===== config.mk =====
export PLATFORM = sky130hd
export DESIGN_NAME = ppp_byte_stuffing_framer
export DESIGN_NICKNAME = d
export VERILOG_FILES = /design/src/rtl/pppf_pkg.sv /design/src/rtl/pppf_front.sv /design/src/rtl/pppf_queue.sv /design/src/rtl/pppf_back.sv /design/src/rtl/ppp_byte_stuffing_framer.sv
export SDC_FILE = /design/constraint.sdc
export NUM_CORES = 1
export LEC_CHECK = 0
export BUFFER_PORTS_ARGS = -buffer_cell sky130_fd_sc_hd__clkbuf_2
export CAP_MARGIN = 20
export CORE_ASPECT_RATIO = 0.9
export CORE_MARGIN = 10
export CORE_UTILIZATION = 45
export CTS_CLUSTER_DIAMETER = 60
export CTS_CLUSTER_SIZE = 12
export DETAILED_ROUTE_END_ITERATION = 6
export PLACE_DENSITY_LB_ADDON = 0.12
export SLEW_MARGIN = 30
export SYNTH_ARGS = -nofsm -noshare
export SYNTH_HDL_FRONTEND = slang
export SYNTH_HIERARCHICAL = 1
export SYNTH_SLANG_ARGS = --single-unit

===== constraint.sdc =====
create_clock -name clk -period 9.1 [get_ports clk]
set_input_delay 1.82 -clock clk [delete_from_list [all_inputs] [get_ports clk]]
set_output_delay 1.82 -clock clk [all_outputs]
set_load 0.05 [all_outputs]

===== src/rtl/pppf_pkg.sv =====
`default_nettype none
package pppf_pkg;

	localparam logic [7:0] FLAG_BYTE  = 8'h7E;
	localparam logic [7:0] ESC_BYTE   = 8'h7D;
	localparam logic [7:0] ADDR_BYTE  = 8'hFF;
	localparam logic [7:0] CTRL_BYTE  = 8'h03;
	localparam logic [7:0] CHECK_BYTE = 8'h00;
	localparam logic [15:0] PROTO_RESET = 16'h0021;

	localparam int QDEPTH = 4;
	localparam int QAW    = $clog2(QDEPTH);

	typedef struct packed {
		logic [7:0] data_byte;
		logic       has_byte;
		logic       end_of_payload;
	} in_item_t;

	typedef struct packed {
		logic [7:0] out_byte;
		logic       last_of_run;
		logic       frame_done;
	} out_item_t;

	// Classified work for the back end: one entry per non-idle transaction.
	typedef struct packed {
		logic [7:0] data_byte;
		logic       has_byte;
		logic       eop;
		logic       esc;
		logic       hdr;
	} cmd_t;

	typedef enum logic [3:0] {
		ST_IDLE,
		ST_FLAG,
		ST_ADDR,
		ST_CTRL,
		ST_PROTO_HI,
		ST_PROTO_LO,
		ST_ESC,
		ST_DATA,
		ST_CHECK,
		ST_CLOSE
	} step_t;

endpackage
`default_nettype wire


===== src/rtl/pppf_front.sv =====
`default_nettype none
module pppf_front (
	input  wire logic              clk,
	input  wire logic              arst_n,
	input  wire logic              in_valid,
	output logic                   in_stall,
	input  wire pppf_pkg::in_item_t in_item,
	input  wire logic              q_full,
	output logic                   q_push,
	output pppf_pkg::cmd_t         q_cmd
);

	logic frame_open_q;
	logic accept;
	logic active;

	assign in_stall = q_full;
	assign accept   = in_valid && !q_full;
	// A transaction with neither a byte nor a close does nothing at all.
	assign active   = in_item.has_byte || in_item.end_of_payload;
	assign q_push   = accept && active;

	always_comb begin
		q_cmd.data_byte = in_item.data_byte;
		q_cmd.has_byte  = in_item.has_byte;
		q_cmd.eop       = in_item.end_of_payload;
		q_cmd.esc       = (in_item.data_byte == pppf_pkg::FLAG_BYTE) ||
		                  (in_item.data_byte == pppf_pkg::ESC_BYTE);
		q_cmd.hdr       = !frame_open_q;
	end

	always_ff @(posedge clk or negedge arst_n) begin
		if (!arst_n) begin
			frame_open_q <= 1'b0;
		end else if (q_push) begin
			frame_open_q <= !in_item.end_of_payload;
		end
	end

endmodule
`default_nettype wire


===== src/rtl/pppf_queue.sv =====
`default_nettype none
module pppf_queue (
	input  wire logic            clk,
	input  wire logic            arst_n,
	input  wire logic            push,
	input  wire pppf_pkg::cmd_t  push_cmd,
	input  wire logic            pop,
	output logic                 full,
	output logic                 head_valid,
	output pppf_pkg::cmd_t       head_cmd
);

	pppf_pkg::cmd_t           mem [pppf_pkg::QDEPTH];
	logic [pppf_pkg::QAW-1:0] wr_ptr_q;
	logic [pppf_pkg::QAW-1:0] rd_ptr_q;
	logic [pppf_pkg::QAW:0]   count_q;

	assign full       = (count_q == (pppf_pkg::QAW+1)'(pppf_pkg::QDEPTH));
	assign head_valid = (count_q != '0);
	assign head_cmd   = mem[rd_ptr_q];

	always_ff @(posedge clk) begin
		if (push) begin
			mem[wr_ptr_q] <= push_cmd;
		end
	end

	always_ff @(posedge clk or negedge arst_n) begin
		if (!arst_n) begin
			wr_ptr_q <= '0;
			rd_ptr_q <= '0;
			count_q  <= '0;
		end else begin
			if (push) begin
				wr_ptr_q <= wr_ptr_q + 1'b1;
			end
			if (pop) begin
				rd_ptr_q <= rd_ptr_q + 1'b1;
			end
			if (push && !pop) begin
				count_q <= count_q + 1'b1;
			end else if (pop && !push) begin
				count_q <= count_q - 1'b1;
			end
		end
	end

endmodule
`default_nettype wire


===== src/rtl/pppf_back.sv =====
`default_nettype none
module pppf_back (
	input  wire logic              clk,
	input  wire logic              arst_n,
	input  wire logic              head_valid,
	input  wire pppf_pkg::cmd_t    head_cmd,
	output logic                   pop,
	input  wire logic [15:0]       protocol_id,
	output logic                   out_valid,
	input  wire logic              out_stall,
	output pppf_pkg::out_item_t    out_item
);

	pppf_pkg::step_t     step_q;
	pppf_pkg::step_t     step_d;
	pppf_pkg::step_t     cur;
	pppf_pkg::step_t     nxt;
	logic                out_valid_q;
	pppf_pkg::out_item_t out_item_q;
	pppf_pkg::out_item_t emit;
	logic                load;
	logic                run_end;

	assign out_valid = out_valid_q;
	assign out_item  = out_item_q;
	assign load      = head_valid && (!out_valid_q || !out_stall);
	assign pop       = load && run_end;

	always_ff @(posedge clk or negedge arst_n) begin
		if (!arst_n) begin
			step_q <= pppf_pkg::ST_IDLE;
		end else begin
			step_q <= step_d;
		end
	end

	always_comb begin
		// At the start of a transaction the first step comes from its class.
		if (step_q == pppf_pkg::ST_IDLE) begin
			if (head_cmd.hdr) begin
				cur = pppf_pkg::ST_FLAG;
			end else if (head_cmd.has_byte) begin
				cur = head_cmd.esc ? pppf_pkg::ST_ESC : pppf_pkg::ST_DATA;
			end else begin
				cur = pppf_pkg::ST_CHECK;
			end
		end else begin
			cur = step_q;
		end

		nxt     = pppf_pkg::ST_IDLE;
		run_end = 1'b0;
		emit    = '0;
		unique case (cur)
			pppf_pkg::ST_FLAG: begin
				emit.out_byte = pppf_pkg::FLAG_BYTE;
				nxt           = pppf_pkg::ST_ADDR;
			end
			pppf_pkg::ST_ADDR: begin
				emit.out_byte = pppf_pkg::ADDR_BYTE;
				nxt           = pppf_pkg::ST_CTRL;
			end
			pppf_pkg::ST_CTRL: begin
				emit.out_byte = pppf_pkg::CTRL_BYTE;
				nxt           = pppf_pkg::ST_PROTO_HI;
			end
			pppf_pkg::ST_PROTO_HI: begin
				emit.out_byte = protocol_id[15:8];
				nxt           = pppf_pkg::ST_PROTO_LO;
			end
			pppf_pkg::ST_PROTO_LO: begin
				emit.out_byte = protocol_id[7:0];
				if (head_cmd.has_byte) begin
					nxt = head_cmd.esc ? pppf_pkg::ST_ESC : pppf_pkg::ST_DATA;
				end else begin
					nxt = pppf_pkg::ST_CHECK;
				end
			end
			pppf_pkg::ST_ESC: begin
				emit.out_byte = pppf_pkg::ESC_BYTE;
				nxt           = pppf_pkg::ST_DATA;
			end
			pppf_pkg::ST_DATA: begin
				emit.out_byte = head_cmd.data_byte;
				if (head_cmd.eop) begin
					nxt = pppf_pkg::ST_CHECK;
				end else begin
					run_end = 1'b1;
				end
			end
			pppf_pkg::ST_CHECK: begin
				emit.out_byte = pppf_pkg::CHECK_BYTE;
				nxt           = pppf_pkg::ST_CLOSE;
			end
			pppf_pkg::ST_CLOSE: begin
				emit.out_byte   = pppf_pkg::FLAG_BYTE;
				emit.frame_done = 1'b1;
				run_end         = 1'b1;
			end
			default: begin
				run_end = 1'b1;
			end
		endcase
		emit.last_of_run = run_end;

		step_d = step_q;
		if (load) begin
			step_d = run_end ? pppf_pkg::ST_IDLE : nxt;
		end
	end

	always_ff @(posedge clk or negedge arst_n) begin
		if (!arst_n) begin
			out_valid_q <= 1'b0;
		end else if (!out_valid_q || !out_stall) begin
			out_valid_q <= head_valid;
		end
	end

	always_ff @(posedge clk) begin
		if (load) begin
			out_item_q <= emit;
		end
	end

endmodule
`default_nettype wire


===== src/rtl/ppp_byte_stuffing_framer.sv =====
// Channel  | Direction | Handshake           | Payload
// in       | input     | in_valid / in_stall | in_item  (data_byte, has_byte, end_of_payload)
// out      | output    | out_valid/out_stall | out_item (out_byte, last_of_run, frame_done)
// cfg      | input     | cfg_we              | cfg_wdata (protocol_id)
//
// The output sequencer sends one byte per clock unless out_stall or an empty queue holds it.
// A plain payload byte gives one output byte, an escaped byte two; frame opening and closing
// add five and two bytes. A four-entry command queue separates input classification from
// byte sequencing. Reset clears the queue, the frame-open flag and the output register;
// protocol_id returns to 0x0021. in_stall rises only when the queue is full.
`default_nettype none
module ppp_byte_stuffing_framer (
	input  wire logic                clk,
	input  wire logic                arst_n,
	input  wire logic                in_valid,
	output logic                     in_stall,
	input  wire pppf_pkg::in_item_t  in_item,
	output logic                     out_valid,
	input  wire logic                out_stall,
	output pppf_pkg::out_item_t      out_item,
	input  wire logic                cfg_we,
	input  wire logic [15:0]         cfg_wdata
);

	logic [15:0]    protocol_id_q;
	logic           q_full;
	logic           q_push;
	logic           q_pop;
	logic           head_valid;
	pppf_pkg::cmd_t push_cmd;
	pppf_pkg::cmd_t head_cmd;

	always_ff @(posedge clk or negedge arst_n) begin
		if (!arst_n) begin
			protocol_id_q <= pppf_pkg::PROTO_RESET;
		end else if (cfg_we) begin
			protocol_id_q <= cfg_wdata;
		end
	end

	pppf_front u_front (
		.clk      (clk),
		.arst_n   (arst_n),
		.in_valid (in_valid),
		.in_stall (in_stall),
		.in_item  (in_item),
		.q_full   (q_full),
		.q_push   (q_push),
		.q_cmd    (push_cmd)
	);

	pppf_queue u_queue (
		.clk        (clk),
		.arst_n     (arst_n),
		.push       (q_push),
		.push_cmd   (push_cmd),
		.pop        (q_pop),
		.full       (q_full),
		.head_valid (head_valid),
		.head_cmd   (head_cmd)
	);

	pppf_back u_back (
		.clk         (clk),
		.arst_n      (arst_n),
		.head_valid  (head_valid),
		.head_cmd    (head_cmd),
		.pop         (q_pop),
		.protocol_id (protocol_id_q),
		.out_valid   (out_valid),
		.out_stall   (out_stall),
		.out_item    (out_item)
	);

endmodule
`default_nettype wire


Word-level counts from Yosys, hierarchy flattened
Memory sizes are Yosys's and may differ from the RTL's.
Index checks and enable logic that the tools add are counted.
{ "totals": {"regBits": 39, "ramBits": 48, "input_bits": 31, "out_inout_bits": 12, "wordCells": 63, "memories": 1} }
{ "op_classes": {"add_sub_neg": 4, "n_eq_ne": 12, "mux": 15, "n_reduce_logical": 21} }
{ "memory_table": {"columns": ["memory", "words", "word_bits", "rd", "rd_clocked_by_memory_dff", "write_ports", "line_no", "rtl"], "rows": [
  ["u_queue.mem", 4, 12, 1, 0, 1, "pppf_queue.sv:13", "pppf_pkg::cmd_t mem [pppf_pkg::QDEPTH];"]
]} }
{ "op_table": {"columns": ["operator", "n"], "rows": [
  ["$pmux 8 s7", 1],
  ["$pmux 4 s8", 1],
  ["$mux 4", 5],
  ["$eq 4x3->1 const B", 4],
  ["$eq 8x7->1 const B", 2],
  ["$eq 4x2->1 const B", 2],
  ["$eq 4x4->1 const B", 2],
  ["$logic_not 1->1", 7],
  ["$reduce_or 7->1", 1],
  ["$logic_and 1x1->1", 6],
  ["$mux 3", 2],
  ["$mux 1", 5],
  ["$add 2x1->2 const B", 2],
  ["$eq 4x1->1 const B", 1],
  ["$logic_not 4->1", 1],
  ["$add 3x1->3 const B", 1],
  ["$eq 3x3->1 const B", 1],
  ["$logic_or 1x1->1", 3],
  ["$reduce_bool 3->1", 1],
  ["$sub 3x1->3 const B", 1],
  ["$pmux 1 s2", 1],
  ["$reduce_bool 2->1", 1],
  ["$reduce_or 2->1", 1]
]} }

Depth between registers and ports, before layout
An unclocked memory read counts as a cell.
{ "depth": {"depth_word": 12, "depth_mapped": 16} }

Modules after synthesis
The synthesis kept the hierarchy.
{ "modules_own_cells": {"columns": ["module", "n_inst", "cells_each", "area_per_inst_um2"], "rows": [
  ["pppf_queue", 1, 97, 2154.6],
  ["pppf_back", 1, 115, 1084.8],
  ["ppp_byte_stuffing_framer", 1, 34, 651.9],
  ["pppf_front", 1, 20, 171.4]
]} }

Least setup slack after synthesis
No wires, ideal clock.
{ "synth_path": {"kind": "input to register", "from": "input out_stall", "to": "register u_queue/count_q[1] in the netlist's numbering", "arrival_time_ns": 3.564, "required_ns": 8.975, "path_slack_ns": 5.411, "path_stages": 9, "n_path_buf": 0, "cell_sequence": "nand2_1 > nand2_1 > inv_1 > and4b_1 > inv_1 > ha_1 > inv_1 > fa_1 > mux2_2"} }
{ "synth_via": {"elab_chain_cells": 7, "elab_cells_between_ends": 9} }
{ "synth_rtl": {"columns": ["item", "line_no", "rtl"], "rows": [
  ["start, declared", "ppp_byte_stuffing_framer.sv:19", "input wire logic out_stall,"],
  ["$logic_not 1->1 *", "pppf_back.sv:26", "assign load = head_valid && (!out_valid_q || !out_stall);"],
  ["$logic_or 1x1->1 *", "pppf_back.sv:26", null],
  ["$logic_and 1x1->1 *", "pppf_back.sv:26", null],
  ["named net u_back.load", "pppf_back.sv:21", "logic load;"],
  ["$logic_and 1x1->1 *", "pppf_back.sv:27", "assign pop = load && run_end;"],
  ["named net q_pop", "ppp_byte_stuffing_framer.sv:28", "logic q_pop;"],
  ["$logic_not 1->1", "pppf_queue.sv:40", "if (push && !pop) begin"],
  ["$logic_and 1x1->1", "pppf_queue.sv:40", null],
  ["$mux 3 / $reduce_bool 2->1 (equally long branches)", null, null],
  ["end signal, assigned", "pppf_queue.sv:41", "count_q <= count_q + 1'b1;"],
  ["end signal, assigned", "pppf_queue.sv:43", "count_q <= count_q - 1'b1;"],
  ["end, declared", "pppf_queue.sv:16", "logic [pppf_pkg::QAW:0] count_q;"]
]} }
The timed path passes the listed nets; every way through them passes the cells marked *.
A chain may end at the register's enable or synchronous reset.

==> metrics.md <==
| Metric | Value |
|---|---|
| Area leader, netlist | `edfxtp_1` |
| Status | `finished, final reports clean` |
| Number of remaining DRC errors | `0` |
| Antenna diodes | `0` |
| Final net count | `332` |
| Htree depth | `3` |
| Synth warnings | `6` |
| Post-cts gate resize count | `0` |
| Port-buffer cells | `42` |
| CTS root buffer | `clkbuf_8` |
| Detail Placement HPWL | `5400 um` |
| Top-area cell type share of the netlist area | `42.9%` |
| Ports | `43` |
| Ys flop type | `edfxtp_1` |
| Initial Util | `46.8%` |
| Lkg Pwr | `1.69 nW` |
| Critical Path RT | `9380 ps` |
| Layout area overhead | `8.53%` |
| Worst Skew | `7.81 ps` |
| Overall routing resource usage | `11.9%` |
| Die Span Y | `110 um` |
| Clk_lat worst skew | `360 ps` |
| Largest net degree at the start of global routing | `30` |
| DR vias/cell | `5.24` |
| EDFF count, synth | `58` |
| # Max-Cap Violations | `0` |
| Synth Area in Adders | `2.03%` |
| Clock transition at path regs | `80 ps` |
| CTS tree | `yes` |
| Mapped Area | `4060 um2` |
| DP Area | `4240 um2` |
| Setup violators final | `0` |
| CTS max path bufs | `2` |
| Most frequent cells after synthesis | `58 x edfxtp_1, 27 x dfrtp_1, 13 x mux2_2` |
| Final Slew Violations | `0` |
| Seq/Total Area, Yosys | `60.8%` |
| Hold Path Class | `register to register` |
| Pwr dens | `332 nW/um2` |
| Finished Layout Cells | `419` |
| Synth top area cells | `edfxtp_1 43%, dfrtp_1 17%, mux4_2 4.4%` |
| Num rows | `32` |
| Mean Syn Cell Area | `15.3 um2` |
| Count of final hold-check violations | `0` |
| Starting DRT DRC Count | `83` |
| Tmin final | `3910 ps` |
| Slew headroom | `48.3%` |
| Max FO, Critical Path | `14` |
| WHS | `481 ps` |
| Setup CP Type | `register to register` |
| Final period util | `42.9%` |
| Syn nets | `303` |
| Initial antenna violation count | `0` |
| Remaining global-route overflow | `0` |
| Tightest Pin Transition | `775 ps` |
| Cells after synthesis | `266` |
| RSZ-0062 raised after global routing | `no` |
| VDD IR-drop max | `0.000144 V` |
| Wire per inst | `18.0 um` |
| Worst EP arrival | `4190 ps` |
| Hold Path Depth | `1` |
| Compound-gate portion of the synthesized area | `8.28%` |
| Crit path capture type | `register` |
| Postcts setup bufs | `0` |
| Overall die area | `13200 um2` |
| Cts bufs inserted | `9` |
| Post-synth cell types | `56` |
| Wirelength, routed | `7560 um` |
| Hold-fix buffers at CTS | `0` |
| Mux share of post-synthesis cell area | `14.6%` |
| Startpoint types | `register` |
| DRT antenna net count | `0` |
| Worst reg2reg path depth | `13` |
| First-pass GRT wire length | `12100 um` |
| Placed insts | `403` |
| Register bit total from synthesis | `87` |
| Most numerous cell in the Yosys netlist | `edfxtp_1` |
| Fin area | `4410 um2` |
| Core Region | `8690 um2` |
| First-pass detailed-route iteration total | `4` |
| # clock sinks | `87` |
| Area share of and/or/nand/nor cells after synthesis | `7.18%` |
| Largest family of logic cells by synthesized area | `multiplexers` |
| DIE WIDTH | `120 um` |
| GP Congestion | `0.802` |
| Via count | `2196` |
| Max frequency | `256 MHz` |
| TNS Setup | `0 ps` |
| Layout cells sized above 1 | `33.0%` |
| Vias in the first global route | `2291` |
| Post-Synth XOR/XNOR Area | `1.51%` |
| Post-synth ARST share | `33.3%` |
==> power breakdown <==
part | total (mW) | leakage (nW) | internal, mW | switching (mW)
logic | 0.592 | 0.727 | 0.247 | 0.345
clock network | 0.236 | 0.0870 | 0.101 | 0.135
registers | 0.637 | 0.878 | 0.538 | 0.0991
total | 1.46 | 1.69 | 0.886 | 0.579
==> placed cells by master, fill, tap and decap left out, types with 2 or more instances in the layout <==
master / count
a21o_1: 2
a21oi_1: 9
a221o_1: 6
a31oi_1: 2
a32oi_1: 2
and2_1: 4
clkbuf_2: 42
clkbuf_8: 9
clkinv_2: 2
dfrtp_1: 27
dfstp_2: 2
edfxtp_1: 58
ha_1: 5
inv_1: 10
inv_6: 2
mux2_2: 13
mux2_4: 10
mux4_1: 4
mux4_2: 8
nand2_1: 12
nand2b_1: 2
nand3_1: 2
nor2_1: 12
nor3_1: 4
nor3b_1: 2
nor4_1: 2
o21a_1: 3
o21ai_0: 5
o31ai_1: 3
or3_1: 2
xnor2_1: 3
xor2_1: 4
==> final timing paths <==
path / start / end / slack (ps)
hold / removal: u_queue/count_q[2]$_DFFE_PN0P_ / u_queue/count_q[2]$_DFFE_PN0P_ / 480
min in group asynchronous: arst_n / protocol_id_q[3]$_DFFE_PN0P_ / 1510
max in group asynchronous: arst_n / protocol_id_q[9]$_DFFE_PN0P_ / 7110
hold reg to reg: u_queue/count_q[2]$_DFFE_PN0P_ / u_queue/count_q[2]$_DFFE_PN0P_ / 480
setup reg to reg: u_queue/rd_ptr_q[0]$_DFFE_PN0P_ / u_queue/count_q[2]$_DFFE_PN0P_ / 5190
setup / recovery: u_queue/rd_ptr_q[0]$_DFFE_PN0P_ / u_queue/count_q[2]$_DFFE_PN0P_ / 5190
==> routing by layer <==
layer	global-route usage (%)	vias to the layer above	wire [um]
li1	-	1060	-
met1	13.8	1093	3340
met2	20.3	39	3810
met3	4.42	4	362
met4	4.13	0	53
met5	0	-	0
==> per-stage QoR <==
stage	power, mW	setup WS, ps	utilization, %
after global routing	1.56	4920	50.7
after global placement	1.24	5110	48.8
after detailed placement	1.24	5030	48.8
after floorplan	1.12	5410	-
final	1.46	5190	50.7
after CTS	1.48	5170	50.7
==> flip-flops by register name (all words and copies together), names as in the netlist <==
| name | cells |
|---|---|
| u_queue/mem | 48 |
| protocol_id_q | 16 |
| u_back/out_item | 10 |
| u_back/step_q | 4 |
| u_queue/count_q | 3 |
| u_queue/rd_ptr_q | 2 |
| u_queue/wr_ptr_q | 2 |
| u_back/out_valid | 1 |
| u_front/frame_open_q | 1 |
==> worst max-delay path, cell delays in order, from the launching register on <==
cell      delay (ps)
dfrtp_1          850
mux4_2           690
nor2b_1          220
o21a_1           200
or3_4            350
a21boi_2         160
and4b_1          250
inv_1             70
ha_1             180
inv_1             60
fa_1             380
xor2_1           170
nor2_1           110
xor2_1           140
==> area by class of cell <==
cell class	instances	area, um2
multi-input combinational	144	1360
sequential	87	2470
fill	752	4280
tap	119	149
inverter	10	37.5
timing repair buffer	43	218
clock inverter	6	43.8
clock buffer	10	128
==> kinds of logic after synthesis <==
| group | after synthesis |
|---|---|
| mux | 36 |
| simple gates | 52 |
| compound gates | 43 |
| fa+ha+maj | 6 |
| xor+xnor | 7 |
| flops | 87 |
| buf+inv | 35 |
Power figures use the tool's default switching activity.
